`config.mk`:
```
export PLATFORM = sky130hd
export DESIGN_NAME = rpa_norm
export DESIGN_NICKNAME = d
export VERILOG_FILES = /design/src/rtl/rpa_pkg.sv /design/src/rtl/rpa_norm.sv
export SDC_FILE = /design/constraint.sdc
export NUM_CORES = 2
export LEC_CHECK = 0
export BUFFER_PORTS_ARGS = -buffer_cell sky130_fd_sc_hd__buf_4
export CORE_UTILIZATION = 50
export CTS_CLUSTER_SIZE = 16
export DETAILED_ROUTE_END_ITERATION = 7
export MAX_ROUTING_LAYER = met4
export PLACE_DENSITY = 0.66
export SYNTH_ARGS = -nofsm -noshare
export SYNTH_HDL_FRONTEND = slang
export SYNTH_SLANG_ARGS = --single-unit
```
`constraint.sdc`:
```
create_clock -name clk -period 14.73 [get_ports clk]
set_clock_uncertainty 0.2 [all_clocks]
set_input_delay 0.7365 -clock clk [delete_from_list [all_inputs] [get_ports clk]]
set_output_delay 0.7365 -clock clk [all_outputs]
set_load 0.01 [all_outputs]
```
`src/rtl/rpa_pkg.sv`:
```
// Shared types, constants and the arctangent table for the axis rotation unit.
package rpa_pkg;

  // Datapath widths of the angle, CORDIC and unit-axis paths
  localparam int KW    = 32;   // unit axis component, Q30
  localparam int XW    = 33;   // CORDIC x/y, Q30
  localparam int ZW    = 36;   // angle accumulator, Q30
  localparam int ANG_W = 32;   // input angle, Q3.28

  localparam int CORDIC_STEPS = 30;
  localparam int RND_SH       = 30;
  localparam int RND_HALF     = 1 << 29;

  // Entry stages, CORDIC cells and product stages
  localparam int PREP_STAGES = 2;
  localparam int POST_STAGES = 6;
  localparam int PIPE_LAT    = PREP_STAGES + CORDIC_STEPS + POST_STAGES;

  localparam logic signed [ZW-1:0] PI_Q30      = 36'sd3373259426;
  localparam logic signed [ZW-1:0] TWO_PI_Q30  = 36'sd6746518852;
  localparam logic signed [ZW-1:0] HALF_PI_Q30 = 36'sd1686629713;
  localparam logic signed [XW-1:0] CORDIC_GAIN = 33'sd652032874;

  // Configuration register indexes
  localparam int CFG_IDX_W = 3;
  localparam logic [CFG_IDX_W-1:0] REG_AXIS_PX = 3'd0;
  localparam logic [CFG_IDX_W-1:0] REG_AXIS_PY = 3'd1;
  localparam logic [CFG_IDX_W-1:0] REG_AXIS_PZ = 3'd2;
  localparam logic [CFG_IDX_W-1:0] REG_DIR_X   = 3'd3;
  localparam logic [CFG_IDX_W-1:0] REG_DIR_Y   = 3'd4;
  localparam logic [CFG_IDX_W-1:0] REG_DIR_Z   = 3'd5;

  // Control handed from cell to cell
  typedef struct packed {
    logic valid;
    logic neg;
  } cord_ctl_t;

  // floor(atan(2^-i) * 2^30)
  function automatic logic signed [ZW-1:0] atan_step(input int i);
    logic signed [ZW-1:0] v;
    case (i)
      0:       v = 36'sd843314856;
      1:       v = 36'sd497837829;
      2:       v = 36'sd263043836;
      3:       v = 36'sd133525158;
      4:       v = 36'sd67021686;
      5:       v = 36'sd33543515;
      6:       v = 36'sd16775850;
      7:       v = 36'sd8388437;
      8:       v = 36'sd4194282;
      9:       v = 36'sd2097149;
      default: v = ZW'((longint'(1) << (30 - i)) - longint'(1));
    endcase
    return v;
  endfunction

endpackage

```
`src/rtl/rpa_norm.sv`:
```
// Sequential unit-axis normalizer: sum of squares, square root, three divides.
module rpa_norm #(
  parameter int CW = 32,
  parameter int FB = 16
) (
  input  logic                          clk,
  input  logic                          rst_n,
  input  logic                          start_i,
  input  logic signed [CW-1:0]          d_i [3],
  output logic signed [rpa_pkg::KW-1:0] k_o [3],
  output logic                          busy_o
);

  localparam int KW = rpa_pkg::KW;
  localparam int AW = (CW > 32) ? CW : 32;
  localparam logic [63:0] SHORT_TH = (64'd1 << (2 * FB)) / 64'd1000000000000;

  typedef enum logic [2:0] {
    ST_IDLE, ST_LOAD, ST_SQ, ST_CHECK, ST_SHIFT, ST_SQRT, ST_DIV_INIT, ST_DIV
  } state_t;

  state_t               state_r;
  logic [AW-1:0]        a_r [3];
  logic                 sgn_r [3];
  logic [63:0]          msq_r;
  logic [1:0]           idx_r;
  logic                 pass_r;
  logic [63:0]          n_r, res_r, sqbit_r;
  logic [4:0]           cnt_r;
  logic [32:0]          s_r, rem_r;
  logic [31:0]          q_r;
  logic signed [KW-1:0] k_r [3];

  logic [2*AW-1:0] sq_full;
  logic [63:0]     msq_sum;
  logic [AW-1:0]   amax;
  logic [63:0]     trial, res_nxt;
  logic            sq_ge;
  logic [63:0]     num;
  logic [33:0]     rem2;
  logic            dv_ge;
  logic [31:0]     q_nxt;
  logic [CW-1:0]   d_abs [3];

  // Square of the selected component and the running sum
  assign sq_full = a_r[idx_r] * a_r[idx_r];
  assign msq_sum = msq_r + sq_full[63:0];

  always_comb begin
    amax = a_r[0];
    if (a_r[1] > amax) amax = a_r[1];
    if (a_r[2] > amax) amax = a_r[2];
  end

  // Square root step, two bits of radicand per cycle
  assign trial   = res_r + sqbit_r;
  assign sq_ge   = (n_r >= trial);
  assign res_nxt = sq_ge ? ((res_r >> 1) + sqbit_r) : (res_r >> 1);

  // Restoring divide step, one quotient bit per cycle
  assign num   = (64'(a_r[idx_r]) << 30) + 64'(s_r >> 1);
  assign rem2  = {rem_r, q_r[31]};
  assign dv_ge = (rem2 >= 34'(s_r));
  assign q_nxt = {q_r[30:0], dv_ge};

  always_comb begin
    for (int i = 0; i < 3; i++) begin
      d_abs[i] = d_i[i][CW-1] ? (-d_i[i]) : d_i[i];
    end
  end

  always_ff @(posedge clk) begin
    if (!rst_n) begin
      state_r <= ST_IDLE;
      k_r[0]  <= '0;
      k_r[1]  <= '0;
      k_r[2]  <= KW'(1) << 30;
    end else if (start_i) begin
      state_r <= ST_LOAD;
    end else begin
      unique case (state_r)
        ST_IDLE: begin
        end
        ST_LOAD: begin
          for (int i = 0; i < 3; i++) begin
            a_r[i]   <= AW'(d_abs[i]);
            sgn_r[i] <= d_i[i][CW-1];
          end
          msq_r   <= '0;
          idx_r   <= '0;
          pass_r  <= 1'b0;
          state_r <= ST_SQ;
        end
        ST_SQ: begin
          msq_r <= msq_sum;
          idx_r <= idx_r + 2'd1;
          if (idx_r == 2'd2) begin
            if (pass_r) begin
              n_r     <= msq_sum;
              res_r   <= '0;
              sqbit_r <= 64'd1 << 62;
              cnt_r   <= '0;
              state_r <= ST_SQRT;
            end else begin
              state_r <= ST_CHECK;
            end
          end
        end
        ST_CHECK: begin
          if (msq_r <= SHORT_TH) begin
            // Direction too short to normalize: rescale to Q30 only
            for (int i = 0; i < 3; i++) begin
              k_r[i] <= KW'(d_i[i]) <<< (30 - FB);
            end
            state_r <= ST_IDLE;
          end else begin
            state_r <= ST_SHIFT;
          end
        end
        ST_SHIFT: begin
          if (amax < (AW'(1) << 30)) begin
            for (int i = 0; i < 3; i++) begin
              a_r[i] <= a_r[i] << 1;
            end
          end else begin
            msq_r   <= '0;
            idx_r   <= '0;
            pass_r  <= 1'b1;
            state_r <= ST_SQ;
          end
        end
        ST_SQRT: begin
          if (sq_ge) n_r <= n_r - trial;
          res_r   <= res_nxt;
          sqbit_r <= sqbit_r >> 2;
          cnt_r   <= cnt_r + 5'd1;
          if (cnt_r == 5'd31) begin
            s_r     <= res_nxt[32:0];
            idx_r   <= '0;
            state_r <= ST_DIV_INIT;
          end
        end
        ST_DIV_INIT: begin
          rem_r   <= 33'(num[63:32]);
          q_r     <= num[31:0];
          cnt_r   <= '0;
          state_r <= ST_DIV;
        end
        ST_DIV: begin
          rem_r <= dv_ge ? 33'(rem2 - 34'(s_r)) : rem2[32:0];
          q_r   <= q_nxt;
          cnt_r <= cnt_r + 5'd1;
          if (cnt_r == 5'd31) begin
            k_r[idx_r] <= sgn_r[idx_r] ? KW'(-$signed({1'b0, q_nxt}))
                                       : KW'($signed({1'b0, q_nxt}));
            if (idx_r == 2'd2) begin
              state_r <= ST_IDLE;
            end else begin
              idx_r   <= idx_r + 2'd1;
              state_r <= ST_DIV_INIT;
            end
          end
        end
        default: state_r <= ST_IDLE;
      endcase
    end
  end

  assign k_o    = k_r;
  assign busy_o = (state_r != ST_IDLE);

endmodule

```
; Word-level counts from Yosys, hierarchy flattened
; Memories as Yosys holds them, arrays and structs flattened. A register that Yosys moved wholly into a read port is not among the register bits.
; Index checks and enable logic that the tools add are counted.
[totals]
regBits = 461
ram_bits = 99
in_bits = 99
output_inout_bits = 97
word_cells = 150
mem_count = 2
[classes]
n_addsub = 12
mul = 1
magnitude_cmp = 8
eq_ne = 21
muxes = 61
n_bitwise = 6
n_reduce_logical = 24
[mem_list]
columns = name, depth, word_bits, rd, rd_clocked_by_memory_dff, write_ports, line
row1 = a_r, 3, 32, 4, 1, 3, rpa_norm.sv:23  ; logic [AW-1:0] a_r [3];
row2 = sgn_r, 3, 1, 1, 1, 3, rpa_norm.sv:24  ; logic sgn_r [3];
[op_table]
columns = op, n
row1 = $mux 64, 9
row2 = $pmux 64 s2, 3
row3 = $mux 32, 10
row4 = $mux 96, 2
row5 = $pmux 64 s3, 1
row6 = $pmux 96 s2, 1
row7 = $add 64x64->64, 2
row8 = $neg 32->32, 4
row9 = $bwmux 96, 1
row10 = $pmux 33 s2, 1
row11 = $add 63x64->64, 1
row12 = $demux 32 s2, 1
row13 = $ge 64x64->1, 1
row14 = $gt 32x32->1, 2
row15 = $le 64x1->1 const B, 1
row16 = $mul 32x32->64, 1
row17 = $pmux 32 s2, 1
row18 = $sub 64x64->64, 1
row19 = $add 62x32->63, 1
row20 = $ge 34x33->1, 1
row21 = $mux 33, 1
row22 = $sub 33x33->33, 1
row23 = $lt 32x31->1 const B, 1
row24 = $mux 3, 7
row25 = 33 further kinds, 78

; Logic depth before layout (Yosys ltp)
; An unclocked memory read counts as a cell.
[depth]
ltp_word = 12
ltp_mapped = 39
depth_no_buf = 32

; Worst setup path before layout
; OpenSTA, ideal clock, no wires.
[synth_path]
path_kind = register to register
startpoint = memory a_r[1][31] (netlist bit)
endpoint = register msq_r[0] (enable)
setup_ns = 0.565
t_arrival_ns = 8.937
required_time_ns = 13.965
slack_ns = 5.028
stages_incl_launch_ff = 20
n_path_buf = 2
period_less_slack_ns = 9.702
path_cell_list = edfxtp_1 -> ha_1 -> nand4_1 -> nor4_1 -> nand2_1 -> or3_1 -> nand2_1 -> buf_1 -> mux2i_1 -> ha_1 -> a21o_1 -> a21o_1 -> a21o_1 -> a21oi_1 -> o21ai_0 -> a2111o_1 -> and2_1 -> o311a_1 -> clkbuf_1 -> nor3_1
[synth_lines]
columns = element, line
row1 = "start, declared", rpa_norm.sv:23
row2 = "end signal, assigned", rpa_norm.sv:95  ; msq_r <= msq_sum;
row3 = "end, declared", rpa_norm.sv:25  ; logic [63:0] msq_r;

==> flow_summary.toml <==
[yosys]
ys_async_sr_fraction_pct = 0
syn_nets = 8797
ys.flop_type = "edfxtp_1"
netlist_instances = 7339
synth_edf_count = 429
yosys_register_bits = 530
synth.yosys.seq_area_share_pct = 22.2
syn_area_mm2 = 0.0671
ys_types = 84
syn_avg_cell_area_um2 = 9.15
ys_warn_count = 0

[route]
vias_per_cell = 5.82
drc = 0
firstDrtPassIters = 8
vias = 53678
wl_per_cell_um = 22.7
wl_um = 210000
drtIter0Drc = 4751
ant_nets = 0

[clocking]
cts_tree = "done"
post_cts_resized = 0
cts_buffers = 68
cts_buffer_depth = 3
cts-htree-levels = 3
cts_root_buffer = "clkbuf_16"
postCtsSetupBuffers = 0
cts_hold_buffers = 0
worstSkewPairLatency_ps = 710
cts_sinks = 530
cts.clk_slew.worst_paths_ps = 70

[worst_setup_path]
path_delay_family = "adder cells"
cp_num_cells = 28
crit_fanout = 19
crit_type = "flip-flop to flip-flop"
crit_path_frequent_cell = "fa_1"
crit_path_start_kind = "flip-flop"
end_kind = "flip-flop"
critPathArrivalTime_ps = 11280
slowest_delay_ps = 790
crit_buf_inv = 6
r2r_cells = 28
slowest_stage = "clkinv_1"
crit_required_ps = 14890

[timing]
tightest_slew_ps = 1150
max_slew_margin_pct = 23.3
hold_viol = 0
min_period_ps = 11120
finalSetupViolCount = 0
fin_setup_tns_ps = 0
post-route-period-util_pct = 75.5
fmax_mhz = 90.0
setup_slack_ps = 3610
maxSlewViolCount = 0
rsz0062_at_grt = "no"

[place]
place.gp.congestion = 0.993
io_buffers = 195
placed_cells = 9094
pre_cts_slack_ps = 3970
dpl.hpwl_um = 166000

[cells_and_area]
area_growth_pct = 8.63
final_common_cell = "inv_1"
drive_gt1_share_pct = 7.27
layoutNonFillerInstCount = 9222
layout_common_cells = "inv_1 (1,320), fa_1 (876), nand2_1 (685), nor2_1 (547), ha_1 (483)"
fin_util_pct = 54.7
fin_nets = 8854

[run]
cap_viol_max_count = 0

[floorplanning]
die_x_um = 368
die_area_mm2 = 0.136
rows = 134
pin_count = 196
die_y_um = 368
start_util_pct = 50.4
coreArea_mm2 = 0.133

[hold_path]
hold_depth = 3
min_path_type = "input port to flip-flop"
hold_path.startpoint = "start_i"

[global_route]
antenna_found_initial = 3
globalRouteOverflowTotal = 0
grt_usage_pct = 32.1
grt_max_degree = 105
grt_pass1_vias = 54760
grt_pass1_wl_um = 324000

[status]
status = "completed"
-- per-stage QoR --
step                      area, um2  hold slack [ps]
after floorplan               67100              276
after global placement        70400              243
after detailed placement      70400              249
after CTS                     72900             57.4
after global routing          72900             82.0
final                         72900             94.2
-- routing by layer --
layer | up-vias | track usage, % | part of all wire [%]
li1 | 24330 | - | -
met1 | 26638 | 41.0 | 41
met2 | 2181 | 50.8 | 47
met3 | 529 | 4.68 | 7.3
met4 | 0 | 14.3 | 5.3
met5 | - | - | 0
-- worst register-to-register path: cells and delay by family (launching register included) --
kind | cells | cell delay, ps
mux | 1 | 240
fa+ha+maj | 9 | 4310
xor+xnor | 1 | 260
buf+inv | 6 | 1720
compound gates | 9 | 2880
simple gates | 2 | 490
flops | 1 | 670
-- flip-flops by register name, summed over array words and instances, names as in the netlist, named ones only --
| name | count |
|---|---|
| a_r | 96 |
| state_r | 3 |
| rem_r | 33 |
| pass_r | 1 |
| sqbit_r | 32 |
| sgn_r | 3 |
| idx_r | 2 |
| s_r | 33 |
| k_o | 96 |
| msq_r | 64 |
| res_r | 64 |
| cnt_r | 5 |
| n_r | 64 |
| q_r | 32 |
-- kinds of logic (layout without fill, tap and decap cells) --
kind of cell | count (synthesis) | after routing | share of synthesized area (%)
and+or+nand+nor | 1877 | 1877 | 12.8
buffers and inverters | 1633 | 1745 | 9.19
AOI/OAI and AO/OA | 1384 | 1384 | 13.0
adders and majority gates | 1359 | 1359 | 35.1
DFF | 530 | 530 | 22.2
xor gates and xnor gates | 394 | 394 | 5.14
muxes | 162 | 162 | 2.55
other | 0 | 3 | 0
-- cell type report --
cell class	instances	area (um2)
flip-flops and latches	530	14900
clock buffers	81	1810
fillers	12094	60400
inverters	1336	5010
clock inverters	44	659
repair buffers	284	2130
well taps	1768	2210
diodes	3	7.51
multi-input cells	5176	46200
-- worst paths after layout --
| check | slack (ps) | to |
|---|---|---|
| worst min register to register | 260 | k_o[64]$_SDFFE_PN0P_ |
| worst max register to register | 3610 | n_r[57]$_DFFE_PP_ |
| worst max-delay path | 3610 | n_r[57]$_DFFE_PP_ |
| worst min-delay path | 90 | state_r[0]$_SDFFE_PN0P_ |
-- Yosys cell counts, types with 25 or more instances --
cell type  instances  area share (%)
edfxtp_1         429              19
nor2b_1           33            0.31
o31ai_1           39            0.44
nand2_1          687             3.8
or3_1             48            0.45
nand2b_1          34            0.32
nand3_1          105            0.78
o221ai_1          29            0.38
inv_1           1320             7.4
a21o_1           144             1.6
a211oi_1          51            0.57
nor2_1           549             3.1
mux2i_1           93             1.4
a21oi_1          325             2.4
nor4_1            33            0.31
fa_1             876              26
o21a_1            68            0.76
mux2_2            68             1.1
clkbuf_1         238             1.3
a31oi_1           87            0.81
and2_1           111             1.0
nand4_1           71            0.66
buf_1             40            0.22
o21ai_0          380             2.8
xor2_1           134             1.7
ha_1             483             9.0
nor3_1            74            0.55
o211ai_1          25            0.28
and3_1            41            0.38
dfxtp_1          101             3.0
o21bai_1          50            0.56
xnor2_1          260             3.4
Power is not shown: default switching activity piles up to over one toggle a cycle in this logic, so the estimate is an artifact.
