<file path="src/rtl/rpa_pkg.sv">
// Shared types, constants and the arctangent table for the axis rotation unit.
package rpa_pkg;

  // Datapath widths of the angle, CORDIC and unit-axis paths
  localparam int KW    = 32;   // unit axis component, Q30
  localparam int XW    = 33;   // CORDIC x/y, Q30
  localparam int ZW    = 36;   // angle accumulator, Q30
  localparam int ANG_W = 32;   // input angle, Q3.28

  localparam int CORDIC_STEPS = 30;
  localparam int RND_SH       = 30;
  localparam int RND_HALF     = 1 << 29;

  // Entry stages, CORDIC cells and product stages
  localparam int PREP_STAGES = 2;
  localparam int POST_STAGES = 6;
  localparam int PIPE_LAT    = PREP_STAGES + CORDIC_STEPS + POST_STAGES;

  localparam logic signed [ZW-1:0] PI_Q30      = 36'sd3373259426;
  localparam logic signed [ZW-1:0] TWO_PI_Q30  = 36'sd6746518852;
  localparam logic signed [ZW-1:0] HALF_PI_Q30 = 36'sd1686629713;
  localparam logic signed [XW-1:0] CORDIC_GAIN = 33'sd652032874;

  // Configuration register indexes
  localparam int CFG_IDX_W = 3;
  localparam logic [CFG_IDX_W-1:0] REG_AXIS_PX = 3'd0;
  localparam logic [CFG_IDX_W-1:0] REG_AXIS_PY = 3'd1;
  localparam logic [CFG_IDX_W-1:0] REG_AXIS_PZ = 3'd2;
  localparam logic [CFG_IDX_W-1:0] REG_DIR_X   = 3'd3;
  localparam logic [CFG_IDX_W-1:0] REG_DIR_Y   = 3'd4;
  localparam logic [CFG_IDX_W-1:0] REG_DIR_Z   = 3'd5;

  // Control handed from cell to cell
  typedef struct packed {
    logic valid;
    logic neg;
  } cord_ctl_t;

  // floor(atan(2^-i) * 2^30)
  function automatic logic signed [ZW-1:0] atan_step(input int i);
    logic signed [ZW-1:0] v;
    case (i)
      0:       v = 36'sd843314856;
      1:       v = 36'sd497837829;
      2:       v = 36'sd263043836;
      3:       v = 36'sd133525158;
      4:       v = 36'sd67021686;
      5:       v = 36'sd33543515;
      6:       v = 36'sd16775850;
      7:       v = 36'sd8388437;
      8:       v = 36'sd4194282;
      9:       v = 36'sd2097149;
      default: v = ZW'((longint'(1) << (30 - i)) - longint'(1));
    endcase
    return v;
  endfunction

endpackage

</file>
<file path="src/rtl/rpa_cell.sv">
// One CORDIC rotation cell; carries the translated point along with it.
module rpa_cell #(
  parameter int STEP = 0,
  parameter int TW   = 33
) (
  input  logic                              clk,
  input  logic                              rst_n,
  input  rpa_pkg::cord_ctl_t                ctl_i,
  input  logic signed [rpa_pkg::XW-1:0]     x_i,
  input  logic signed [rpa_pkg::XW-1:0]     y_i,
  input  logic signed [rpa_pkg::ZW-1:0]     z_i,
  input  logic signed [TW-1:0]              t_i [3],
  output rpa_pkg::cord_ctl_t                ctl_o,
  output logic signed [rpa_pkg::XW-1:0]     x_o,
  output logic signed [rpa_pkg::XW-1:0]     y_o,
  output logic signed [rpa_pkg::ZW-1:0]     z_o,
  output logic signed [TW-1:0]              t_o [3]
);

  localparam logic signed [rpa_pkg::ZW-1:0] ANG = rpa_pkg::atan_step(STEP);

  logic                          valid_r;
  logic                          neg_r;
  logic signed [rpa_pkg::XW-1:0] x_r, y_r;
  logic signed [rpa_pkg::ZW-1:0] z_r;
  logic signed [TW-1:0]          t_r [3];
  logic signed [rpa_pkg::XW-1:0] dx, dy;

  assign dx = y_i >>> STEP;
  assign dy = x_i >>> STEP;

  always_ff @(posedge clk) begin
    if (!rst_n) begin
      valid_r <= 1'b0;
    end else begin
      valid_r <= ctl_i.valid;
    end
  end

  // Rotate toward zero residual angle
  always_ff @(posedge clk) begin
    neg_r <= ctl_i.neg;
    t_r   <= t_i;
    if (!z_i[rpa_pkg::ZW-1]) begin
      x_r <= x_i - dx;
      y_r <= y_i + dy;
      z_r <= z_i - ANG;
    end else begin
      x_r <= x_i + dx;
      y_r <= y_i - dy;
      z_r <= z_i + ANG;
    end
  end

  assign ctl_o = '{valid: valid_r, neg: neg_r};
  assign x_o   = x_r;
  assign y_o   = y_r;
  assign z_o   = z_r;
  assign t_o   = t_r;

endmodule

</file>
<file path="config.mk">
export PLATFORM = sky130hd
export DESIGN_NAME = rpa_cell
export DESIGN_NICKNAME = d
export VERILOG_FILES = /design/src/rtl/rpa_pkg.sv /design/src/rtl/rpa_cell.sv
export SDC_FILE = /design/constraint.sdc
export NUM_CORES = 1
export LEC_CHECK = 0
export BUFFER_PORTS_ARGS = -buffer_cell sky130_fd_sc_hd__buf_2
export CELL_PAD_IN_SITES_DETAIL_PLACEMENT = 0
export CELL_PAD_IN_SITES_GLOBAL_PLACEMENT = 2
export CORE_MARGIN = 2
export CORE_UTILIZATION = 29
export DETAILED_ROUTE_END_ITERATION = 8
export PLACE_DENSITY_LB_ADDON = 0.15
export SLEW_MARGIN = 30
export SYNTH_ARGS = -nofsm -noshare
export SYNTH_HDL_FRONTEND = slang
export SYNTH_SLANG_ARGS = --single-unit
</file>
<file path="constraint.sdc">
create_clock -name clk -period 4.4 [get_ports clk]
set_input_delay 0.88 -clock clk [delete_from_list [all_inputs] [get_ports clk]]
set_output_delay 0.88 -clock clk [all_outputs]
set_load 0.03 [all_outputs]
</file>
# [Word-level counts from Yosys, hierarchy flattened]
# Cells that the tools add are included.
[word_totals] latchBits=0 ramBits=0 ff_bits=203 romBits=0 input_bits=205 output_inout_bits=203 memories=0
[classes] bitwise=0 n_eq_ne=0 reduce_logical=0 n_mul=0 shifts=0 n_lt_le_gt_ge=0 add_sub_neg=5 div=0 n_mux=3
[op_table] op="33-bit 2-to-1 mux" n=2
[op_table] op="33-bit subtractor" n=2
[op_table] op="36-bit by 31-bit adder with 36-bit output (second input constant)" n=1
[op_table] op="36-bit 2-to-1 mux" n=1
[op_table] op="36-bit by 31-bit subtractor with 36-bit output (second input constant)" n=1
[op_table] op="33-bit adder" n=1

# [Logic depth before layout (Yosys ltp)]
# Gate-level depths: netlist (run 1).
[depth] ltp_word=2 mapped_depth=14

# [Worst setup path before layout (run 1)]
# OpenSTA, ideal clock, no wires.
[synth_path] path_kind="input port to flip-flop" start="in z_i[35] in the netlist's numbering" end="reg z_r (netlist bit z_o[34])" slack_ns=0.276 required_time_ns=4.328 cell_stages=14 arrival_time_ns=4.052 setup_ns=0.072 path_cell_list="clkbuf_1 -> clkinv_1 -> clkbuf_1 -> buf_1 -> ha_1 -> a21oi_1 -> o21ai_0 -> or3_1 -> o21ai_2 -> o21bai_1 -> a21oi_1 -> nand2_1 -> a221oi_1 -> xnor2_1"
[synth_via] elab_chain_cells=1
[synth_lines] item="start, declared" line_no="rpa_cell.sv:11" source="input logic signed [rpa_pkg::ZW-1:0] z_i,"
[synth_lines] item="36-bit 2-to-1 mux" line_no="rpa_cell.sv:44" source="if (!z_i[rpa_pkg::ZW-1]) begin"
[synth_lines] item="end signal, assigned" line_no="rpa_cell.sv:47" source="z_r <= z_i - ANG;"
[synth_lines] item="end signal, assigned" line_no="rpa_cell.sv:51" source="z_r <= z_i + ANG;"
[synth_lines] item="end, declared" line_no="rpa_cell.sv:25" source="logic signed [rpa_pkg::ZW-1:0] z_r;"
# No other way between the ends.
# A chain may end at the register's enable or synchronous reset.

# [Worst setup path in the final report (run 1)]
[layout_path] start="in x_i[8] in the netlist's numbering" end="reg y_r (netlist bit y_o[29])"
[layout_via] elab_chain_cells=2 word_cells_on_any_way=3 cone_classes="2 x add/sub; 1 x mux"
[layout_lines] item="start, declared" line_no="rpa_cell.sv:9" source="input logic signed [rpa_pkg::XW-1:0] x_i,"
[layout_lines] item="33-bit adder / 33-bit subtractor (equally long branches)" line_no="rpa_cell.sv:46, rpa_cell.sv:50"
[layout_lines] item="33-bit 2-to-1 mux *" line_no="rpa_cell.sv:44"
[layout_lines] item="end signal, assigned" line_no="rpa_cell.sv:46" source="y_r <= y_i + dy;"
[layout_lines] item="end signal, assigned" line_no="rpa_cell.sv:50" source="y_r <= y_i - dy;"
[layout_lines] item="end, declared" line_no="rpa_cell.sv:24" source="logic signed [rpa_pkg::XW-1:0] x_r, y_r;"
# Mark *: on every way between the ends. The rest lies on a longest branch, timed or not.

==> flow_summary.ini, run 1 <==
[timing]
fin_ws_ns = 0.9522
hold_ws_ns = 0.4477
rsz0062_at_grt = false
finalCritPeriodShare = 0.7836
fmax_mhz = 290.0
hold_viol_final = 0
worst_pin_slew_ns = 0.6558
tns_ns = 0
min_period_ns = 3.448
relSlewSlack = 0.5628
finalSetupViolCount = 0
drv_slew = 0

[synthesis]
synth.most_common_cell = dfxtp_1
syn_area_per_cell_um2 = 8.729
muxShareOfSynthArea = 0.01047
synth.net_count = 1672
ys_top_cells_by_count = dfxtp_1, ha_1, a21oi_1, inv_1, nor2_1
async_flop_share = 0
ys.flop_type = dfxtp_1
synth_fa_ha_area_frac = 0.1526
synth_top_area_share = 0.3488
synth-simple-area-share = 0.1326
synth_top_family_by_area = compound AO/OA/AOI/OAI gates
synth_cell_type_count = 77
synth.largest_area_cell = dfxtp_1
synth-compound-area-share = 0.2284
yosysSeqAreaShare = 0.3488
synthXorXnorAreaFrac = 0.06875
ys_ff_latch = 202
synthCells = 1328
syn_area_um2 = 11590
synth-edff-count = 0
synth_area_leaders = dfxtp_1, ha_1, xnor2_1
ys.warnings.count = 0

[power_and_ir_drop]
power_density_nw_per_um2 = 421.6
total_leakage_power_nw = 7.263
ir_drop_mv = 0.3027

[routing]
ant_nets = 0
dr.pass1.iters = 5
routed_wl_mm = 44.37
vias = 10910
first_iter_violations = 635
drc = 0
vias_per_cell = 4.789
wire_per_inst_um = 19.49

[final_layout]
final_net_count = 2074
drive_gt1_frac = 0.2910
syn2layout_area_growth_pct = 29.90

[critical_path]
critPathKind = input pin to flop
crit_path_end_kind = flop
crit_arrival_ns = 3.86
start_kind = input pin
path_max_fanout = 15
critPathRequiredTime_ns = 4.81

[global_routing]
track_usage = 0.2027
grt_max_degree = 60
grt_pass1_vias = 10730
grt_pass1_wl_mm = 64.70
antenna_found_initial = 9
grt_overflow_total = 0

[cts]
ctsResizeCount = 0
cts_setup_buffers = 0
clock_path_buffers = 3
cts-buffers-inserted = 25
hold_buffers = 0
clkSlewWorstSetupHoldPaths_ns = 0.06
htreeDepth = 1
cts.sinks = 202
cts_tree = done
cts_root_buf = clkbuf_16

[floorplan]
start_util = 0.2931
dieWidth_um = 203.9
rows = 73
die_h_um = 203.9
dieArea_um2 = 41590
ios = 408
core_um2 = 39550

[placement]
finalWeightedCongestion = 0.8331
portBuffers = 407
dp_hpwl_mm = 36.75
post-place-ws_ns = 0.4956

[min_path]
min_path_type = input pin to flop

[outcome]
status = completed

[job]
cap_viol_max_count = 0
cell families after synthesis:
group | after synthesis
adder cells (fa/ha/maj) | 139
multiplexers | 12
buffers and inverters | 167
AO/OA/AOI/OAI | 409
flip-flops | 202
AND/OR/NAND/NOR | 308
XOR/XNOR | 91
metrics by stage:
stage / utilization / std cells / area [um2] / power, W
final: 0.3807 / 2277 / 15060 / 0.006348
after global routing: 0.3806 / 2275 / 15050 / 0.006698
after CTS: 0.3806 / 2274 / 15050 / 0.006453
after detailed placement: 0.3595 / 2228 / 14220 / 0.004349
after global placement: 0.3595 / 2228 / 14220 / 0.004356
after floorplan: - / 1328 / 11590 / 0.003599
path summary, 6_finish.rpt:
check,start,endpoint,slack (ns),cells past startpoint
min,t_i[6],t_o[6],0.45,1
max,x_i[8],y_o[29],0.95,12
flip-flops by register name (all words and copies together) (netlist names):
name / cells
t_o: 99
z_o: 36
y_o: 33
x_o: 32
neg_r: 1
valid_r: 1
cell type report:
| class | count | area (um2) |
|---|---|---|
| diodes | 3 | 7.507 |
| clock buffers | 33 | 695.7 |
| clock inverters | 13 | 136.4 |
| fillers | 4161 | 24490 |
| inverters | 108 | 405.4 |
| multi-input cells | 959 | 6873 |
| flip-flops and latches | 202 | 4044 |
| well taps | 525 | 656.9 |
| repair buffers | 434 | 2240 |
power by group:
group          internal (W)  switching, W  total (W)
logic              0.000700       0.00144    0.00214
registers           0.00209     0.0000649    0.00216
clock network       0.00124      0.000815    0.00205
total               0.00403       0.00232    0.00635
worst max-delay path, cell delays in order:
cell and delay [ns]:
buf_2 0.10, inv_1 0.04, ha_1 0.52, nor3_1 0.26, nand3_1 0.13, a211oi_1 0.48
o21ai_0 0.23, a31oi_1 0.52, a41oi_1 0.27, o22ai_1 0.24, nor2_1 0.07, xnor2_1 0.12
layout by cell type (no fill, tap or decap), types with 17 or more instances in the layout:
cell type | netlist | layout
nor2_1 | 96 | 96
a31oi_1 | 22 | 22
o21ai_0 | 76 | 76
xor2_1 | 17 | 17
nand2_1 | 64 | 64
a21oi_1 | 126 | 126
ha_1 | 135 | 135
dfxtp_1 | 202 | 202
nand3_1 | 18 | 18
nand4_1 | 17 | 17
buf_4 | 8 | 27
xnor2_1 | 74 | 74
o21bai_1 | 21 | 21
a21o_1 | 39 | 39
nor3_1 | 22 | 22
clkbuf_16 | 0 | 25
inv_1 | 104 | 104
buf_2 | 15 | 407
routing by layer:
layer,part of all wire,global-route usage,vias up
met5,0.0011,0,-
li1,-,-,5455
met3,0.060,0.03970,52
met2,0.49,0.3573,307
met1,0.43,0.2549,5085
met4,0.017,0.04425,6
No activity file was read; power rests on OpenSTA's default activity.
==> inputs of run 2 (changes only) <==
CORE_UTILIZATION = 26   (was 29)
clock period = 3.01 ns   (was 4.4 ns; I/O delays follow)
==> run 2 against run 1 <==
Compared with the run above:
- worst hold slack got worse by 0.32 ns
- setup slack worse by 0.82 ns
- global-route usage down 0.20 points
- largest power group is now combinational logic
- sequential cell count unchanged
- first-iteration DRC count down 18%
- critical path type unchanged
- total power is 57% higher
==> flow_summary.ini, run 2 (synthesis results as in run 1) <==
[timing]
drv_slew = 0
hold_viol_final = 0
fin_ws_ns = 0.1335
fmax_mhz = 347.6
finalSetupViolCount = 0
rsz0062_at_grt = false
relSlewSlack = 0.4596
min_period_ns = 2.877
finalCritPeriodShare = 0.9557
worst_pin_slew_ns = 0.8107
tns_ns = 0

[critical_path]
critPathRequiredTime_ns = 3.46
critPathKind = input pin to flop
crit_path_top_delay_cell = ha_1
critPathMaxStageDelay_ns = 0.48
crit_arrival_ns = 3.32
start_kind = input pin
crit_chain = buf_2, inv_1, ha_1, a211oi_1, o211ai_1, a31oi_1, nor2_1, or3b_1, o2111ai_1, a21oi_1, mux2_2, xnor2_1
crit_path_end_kind = flop
critPathLaunch = x_i[15]
path_max_fanout = 13

[final_layout]
nFillCells = 4652
largest_reg_flops = 99
multi_input_area_um2 = 6944
final-instance-count-excl-fill = 2641
seqCellArea_um2 = 4044
final_cell_mix = buf_2, buf_4, dfxtp_1
final_net_count = 2371
syn2layout_area_growth_pct = 50.92
drive_gt1_frac = 0.3993
final_common_cell = buf_2
final_util = 0.3965

[power_and_ir_drop]
p_int_w = 0.006315
power_density_nw_per_um2 = 570.1
power_frac_clock = 0.319
total_power_w = 0.009975
ir_drop_mv = 0.3656
p_switching_w = 0.003660
total_leakage_power_nw = 8.718
seqPwrFrac = 0.317
sw_frac_of_total = 0.3669
pwr-share-comb = 0.364

[global_routing]
track_usage = 0.2007
grt_pass1_vias = 12060
grt_overflow_total = 0
grt_max_degree = 72
grt_pass1_wl_mm = 72.11
antenna_found_initial = 8

[floorplan]
rows = 77
core_um2 = 44120
start_util = 0.2627
dieArea_um2 = 46290
die_h_um = 215.2
dieWidth_um = 215.2
ios = 408

[routing]
ant_nets = 0
drc = 0
first_iter_violations = 518
dr.pass1.iters = 5
wire_per_inst_um = 18.19
vias_per_cell = 4.555
vias = 12030
routed_wl_mm = 48.04

[placement]
place_inst = 2592
finalWeightedCongestion = 0.8609
portBuffers = 407
dp_hpwl_mm = 40.54
post-place-ws_ns = -0.4519

[min_path]
min_path_type = input pin to flop
hold_depth = 1
hold_path_startpoint = z_i[2]
holdPathEnd = z_o[2]

[cts]
cts.sinks = 202
clkSlewWorstSetupHoldPaths_ns = 0.06
htreeDepth = 1
cts-buffers-inserted = 25
clock_path_buffers = 3
cts_root_buf = clkbuf_16
cts_tree = done

[outcome]
status = completed

[job]
cap_viol_max_count = 0
-- run 2: changes by cell type in the layout (fill, tap and decap cells not counted), sizes merged --
cell	delta
clkinv	-2
clkinvlp	+5
inv	+3
bufinv	+1
buf	+297
clkbuf	-7
-- run 2: area by class of cell --
class / instances / area share
antenna: 3 / 0.0004291
tap: 592 / 0.04234
clock buffer: 26 / 0.03654
timing repair buffer: 731 / 0.2555
inverter: 108 / 0.02346
sequential: 202 / 0.2311
multi-input combinational: 959 / 0.3969
clock inverter: 20 / 0.01373
-- run 2: repair_timing --
| action | 4_1_cts | 5_1_grt |
|---|---|---|
| hold buffers | 0 | 0 |
| resized for setup | 0 | 2 |
| endpoints found under the setup margin | 0 | 7 |
| buffers inserted | 0 | 0 |
-- run 2: per-stage QoR --
stage          hold slack [ns]  area, um2
2_1_floorplan           0.6297      11680
3_3_place_gp            0.7044      16590
3_5_place_dp            0.7058      16590
4_1_cts                0.08522      17470
5_1_grt                0.09933      17490
6_report                0.1312      17500
-- run 2: per-layer routing --
metal | part of all wire | global-route usage
met1 | 0.42 | 0.2425
met2 | 0.50 | 0.3686
met3 | 0.054 | 0.03623
met4 | 0.020 | 0.04230
met5 | 0.00085 | 0
-- run 2: worst max-delay path: cells and delay by family --
family | cells | cell delay [ns]
AOI/OAI and AO/OA | 5 | 1.21
xor gates and xnor gates | 1 | 0.12
adders and majority gates | 1 | 0.48
buffers and inverters | 2 | 0.14
muxes | 1 | 0.29
and+or+nand+nor | 2 | 0.47
-- run 2: power groups by stage --
stage	sequential [W]	clock, W	combinational, W
6_report	0.00316	0.00318	0.00363
4_1_cts	0.00318	0.00332	0.00367
5_1_grt	0.00320	0.00341	0.00391
2_1_floorplan	0.00398	0	0.00129
3_3_place_gp	0.00323	0	0.00366
3_5_place_dp	0.00323	0	0.00365
-- run 2: worst max-delay path by stage --
| stage | slack (ns) | cells past startpoint | endpoint |
|---|---|---|---|
| 6_report | 0.13 | 12 | x_o[30] |
| 5_1_grt | 0.01 | 12 | x_o[30] |
| 4_1_cts | 0.12 | 11 | y_o[27] |
| 3_5_place_dp | -0.45 | 11 | y_o[27] |
| 3_3_place_gp | -0.42 | 12 | x_o[30] |
| 2_1_floorplan | 0.005 | 14 | z_o[34] |
==> inputs of run 3 (changes only) <==
ABC_AREA = 1   (was not set)
CORE_UTILIZATION = 25   (was 26)
==> run 3 against run 2 <==
Compared with the run above:
- critical path depth grew 2
- worst hold slack gained 0.017 ns
- combinational power shrank 11%
- global-route usage fell by 1.1 points
- sequential cell count unchanged
- highest routed layer is now met4
- largest power group is now clock
- sequential power is 2% lower
- routed wire length increased by 14%
- synthesized cell count grew 61%
- cell count increased by 23%
- utilization is 7.5 points lower
- maximum frequency grew 19%
==> flow_summary.ini, run 3 <==
[outcome]
status = completed

[synthesis]
synth_cell_type_count = 38
async_flop_share = 0
syn_area_per_cell_um2 = 6.376
synth.largest_area_cell = dfxtp_1
synthCells = 2132
synth-compound-area-share = 0.09748
synth_area_leaders = dfxtp_1, nand2_1, ha_1
synth.most_common_cell = nand2_1
synth_top_area_share = 0.2975
synth_fa_ha_area_frac = 0.1302
ys_ff_latch = 202
synth-edff-count = 0
syn_area_um2 = 13590
synth.net_count = 2476
ys.flop_type = dfxtp_1
synth-simple-area-share = 0.3287
synthXorXnorAreaFrac = 0.02835
ys.warnings.count = 0
synth_top_family_by_area = simple AND/OR/NAND/NOR gates
muxShareOfSynthArea = 0.0007364
ys_top_cells_by_count = nand2_1, inv_1, dfxtp_1, nor2_1, nand3_1
yosysSeqAreaShare = 0.2975

[timing]
worst_pin_slew_ns = 0.8489
fin_ws_ns = 0.5980
relSlewSlack = 0.4341
rsz0062_at_grt = false
fmax_mhz = 414.6
hold_ws_ns = 0.1487
hold_viol_final = 0
finalCritPeriodShare = 0.8013
drv_slew = 0
tns_ns = 0
finalSetupViolCount = 0
min_period_ns = 2.412

[cts]
cts-buffers-inserted = 27
htreeDepth = 1
clkSlewWorstSetupHoldPaths_ns = 0.06
ctsResizeCount = 0
hold_buffers = 0
cts_tree = done
cts_setup_buffers = 0
clock_path_buffers = 3
cts_root_buf = clkbuf_16
cts.sinks = 202

[min_path]
hold_depth = 1
min_path_type = input pin to flop

[final_layout]
largest_reg_flops = 99
final_util = 0.3214
nFillCells = 6031
drive_gt1_frac = 0.1909
final_common_cell = nand2_1
final_cell_mix = nand2_1, buf_2, inv_1
final_cell_area_um2 = 17300
syn2layout_area_growth_pct = 27.25
final_net_count = 2885
antennaDiodeCount = 0

[floorplan]
core_um2 = 53810
ios = 408
start_util = 0.2526
rows = 85
die_h_um = 237.2
dieArea_um2 = 56250
dieWidth_um = 237.2

[power_and_ir_drop]
power_density_nw_per_um2 = 556.6
total_leakage_power_nw = 9.658
ir_drop_mv = 0.3642

[critical_path]
start_kind = input pin
critPathKind = input pin to flop
crit_path_end_kind = flop
critPathRequiredTime_ns = 3.44
crit_arrival_ns = 2.84
path_max_fanout = 5

[routing]
drc = 0
ant_nets = 0
vias_per_cell = 4.458
dr.pass1.iters = 5
first_iter_violations = 776
vias = 14520
wire_per_inst_um = 16.82
routed_wl_mm = 54.79

[placement]
portBuffers = 407
post-place-ws_ns = -0.01245
finalWeightedCongestion = 0.8938
placed_cell_area_um2 = 16380
dp_hpwl_mm = 47.10

[global_routing]
busiest_layer = met2
grt_overflow_total = 0
grt_pass1_vias = 14310
grt_pass1_wl_mm = 82.46
grt_use_met3 = 0.01951
grt_util_met1 = 0.2570
track_usage = 0.1894
globalRouteMet2Util = 0.3188
antenna_found_initial = 0
grt_max_degree = 67

[job]
cap_viol_max_count = 0
-- run 3: changes by cell type after synthesis, sizes merged, moves of 17 or more --
cell,previous run,this run
nor2b,17,0
nand3,18,167
nand2,64,689
a31oi,23,2
xnor2,74,2
nor2,97,203
inv,106,356
clkbuf,31,11
a21o,39,2
xor2,17,42
-- run 3: per-layer routing --
metal	wire length, um	share of wire	vias to the layer above
met5	0	0	-
met4	1441	0.026	0
met3	3029	0.055	62
met2	24780	0.45	458
met1	25540	0.47	6560
li1	-	-	7440
-- run 3: logic make-up (layout without fill, tap and decap cells) --
kind of cell	Yosys count	count (layout)
flops	202	202
buf+inv	401	830
fa+ha+maj	139	139
simple gates	1102	1102
mux	1	1
xor+xnor	44	44
compound gates	243	243
-- run 3: path summary, 6_finish.rpt --
| path | start | end | slack [ns] |
|---|---|---|---|
| worst max-delay path | x_i[0] | x_o[24] | 0.60 |
| worst min-delay path | t_i[48] | t_o[48] | 0.15 |
-- run 3: where the power goes --
| group | internal, W | leakage, nW | total [W] | switching [W] |
|---|---|---|---|---|
| Combinational | 0.000934 | 7.52 | 0.00323 | 0.00230 |
| Sequential | 0.00300 | 1.70 | 0.00310 | 0.0000943 |
| Clock | 0.00198 | 0.430 | 0.00330 | 0.00132 |
-- run 3: through the flow --
stage	instances	power, W
2_1_floorplan	2132	0.005234
3_3_place_gp	3208	0.006410
3_5_place_dp	3208	0.006402
4_1_cts	3257	0.009779
5_1_grt	3257	0.01022
6_report	3257	0.009628
-- run 3: layout make-up --
type / count / area, um2 / share of cell area
Sequential cell: 202 / 4044 / 0.2338
Inverter: 356 / 1336 / 0.07726
Clock buffer: 34 / 721.9 / 0.04174
Multi-Input combinational cell: 1529 / 7958 / 0.4601
Tap cell: 696 / 870.8 / 0.05035
Clock inverter: 15 / 193.9 / 0.01121
Timing Repair Buffer: 425 / 2172 / 0.1256
-- run 3: worst max-delay path, cell delays in order --
cell and delay (ns):
buf_2 0.10, inv_1 0.04, ha_1 0.35, fa_1 0.54
o21ai_1 0.37, nand2_1 0.12, nand2_1 0.11, nand2_1 0.12
nand2_1 0.15, nand2_1 0.09, nand2_1 0.06, nand2_1 0.04
nand3_1 0.06, nand2_1 0.06
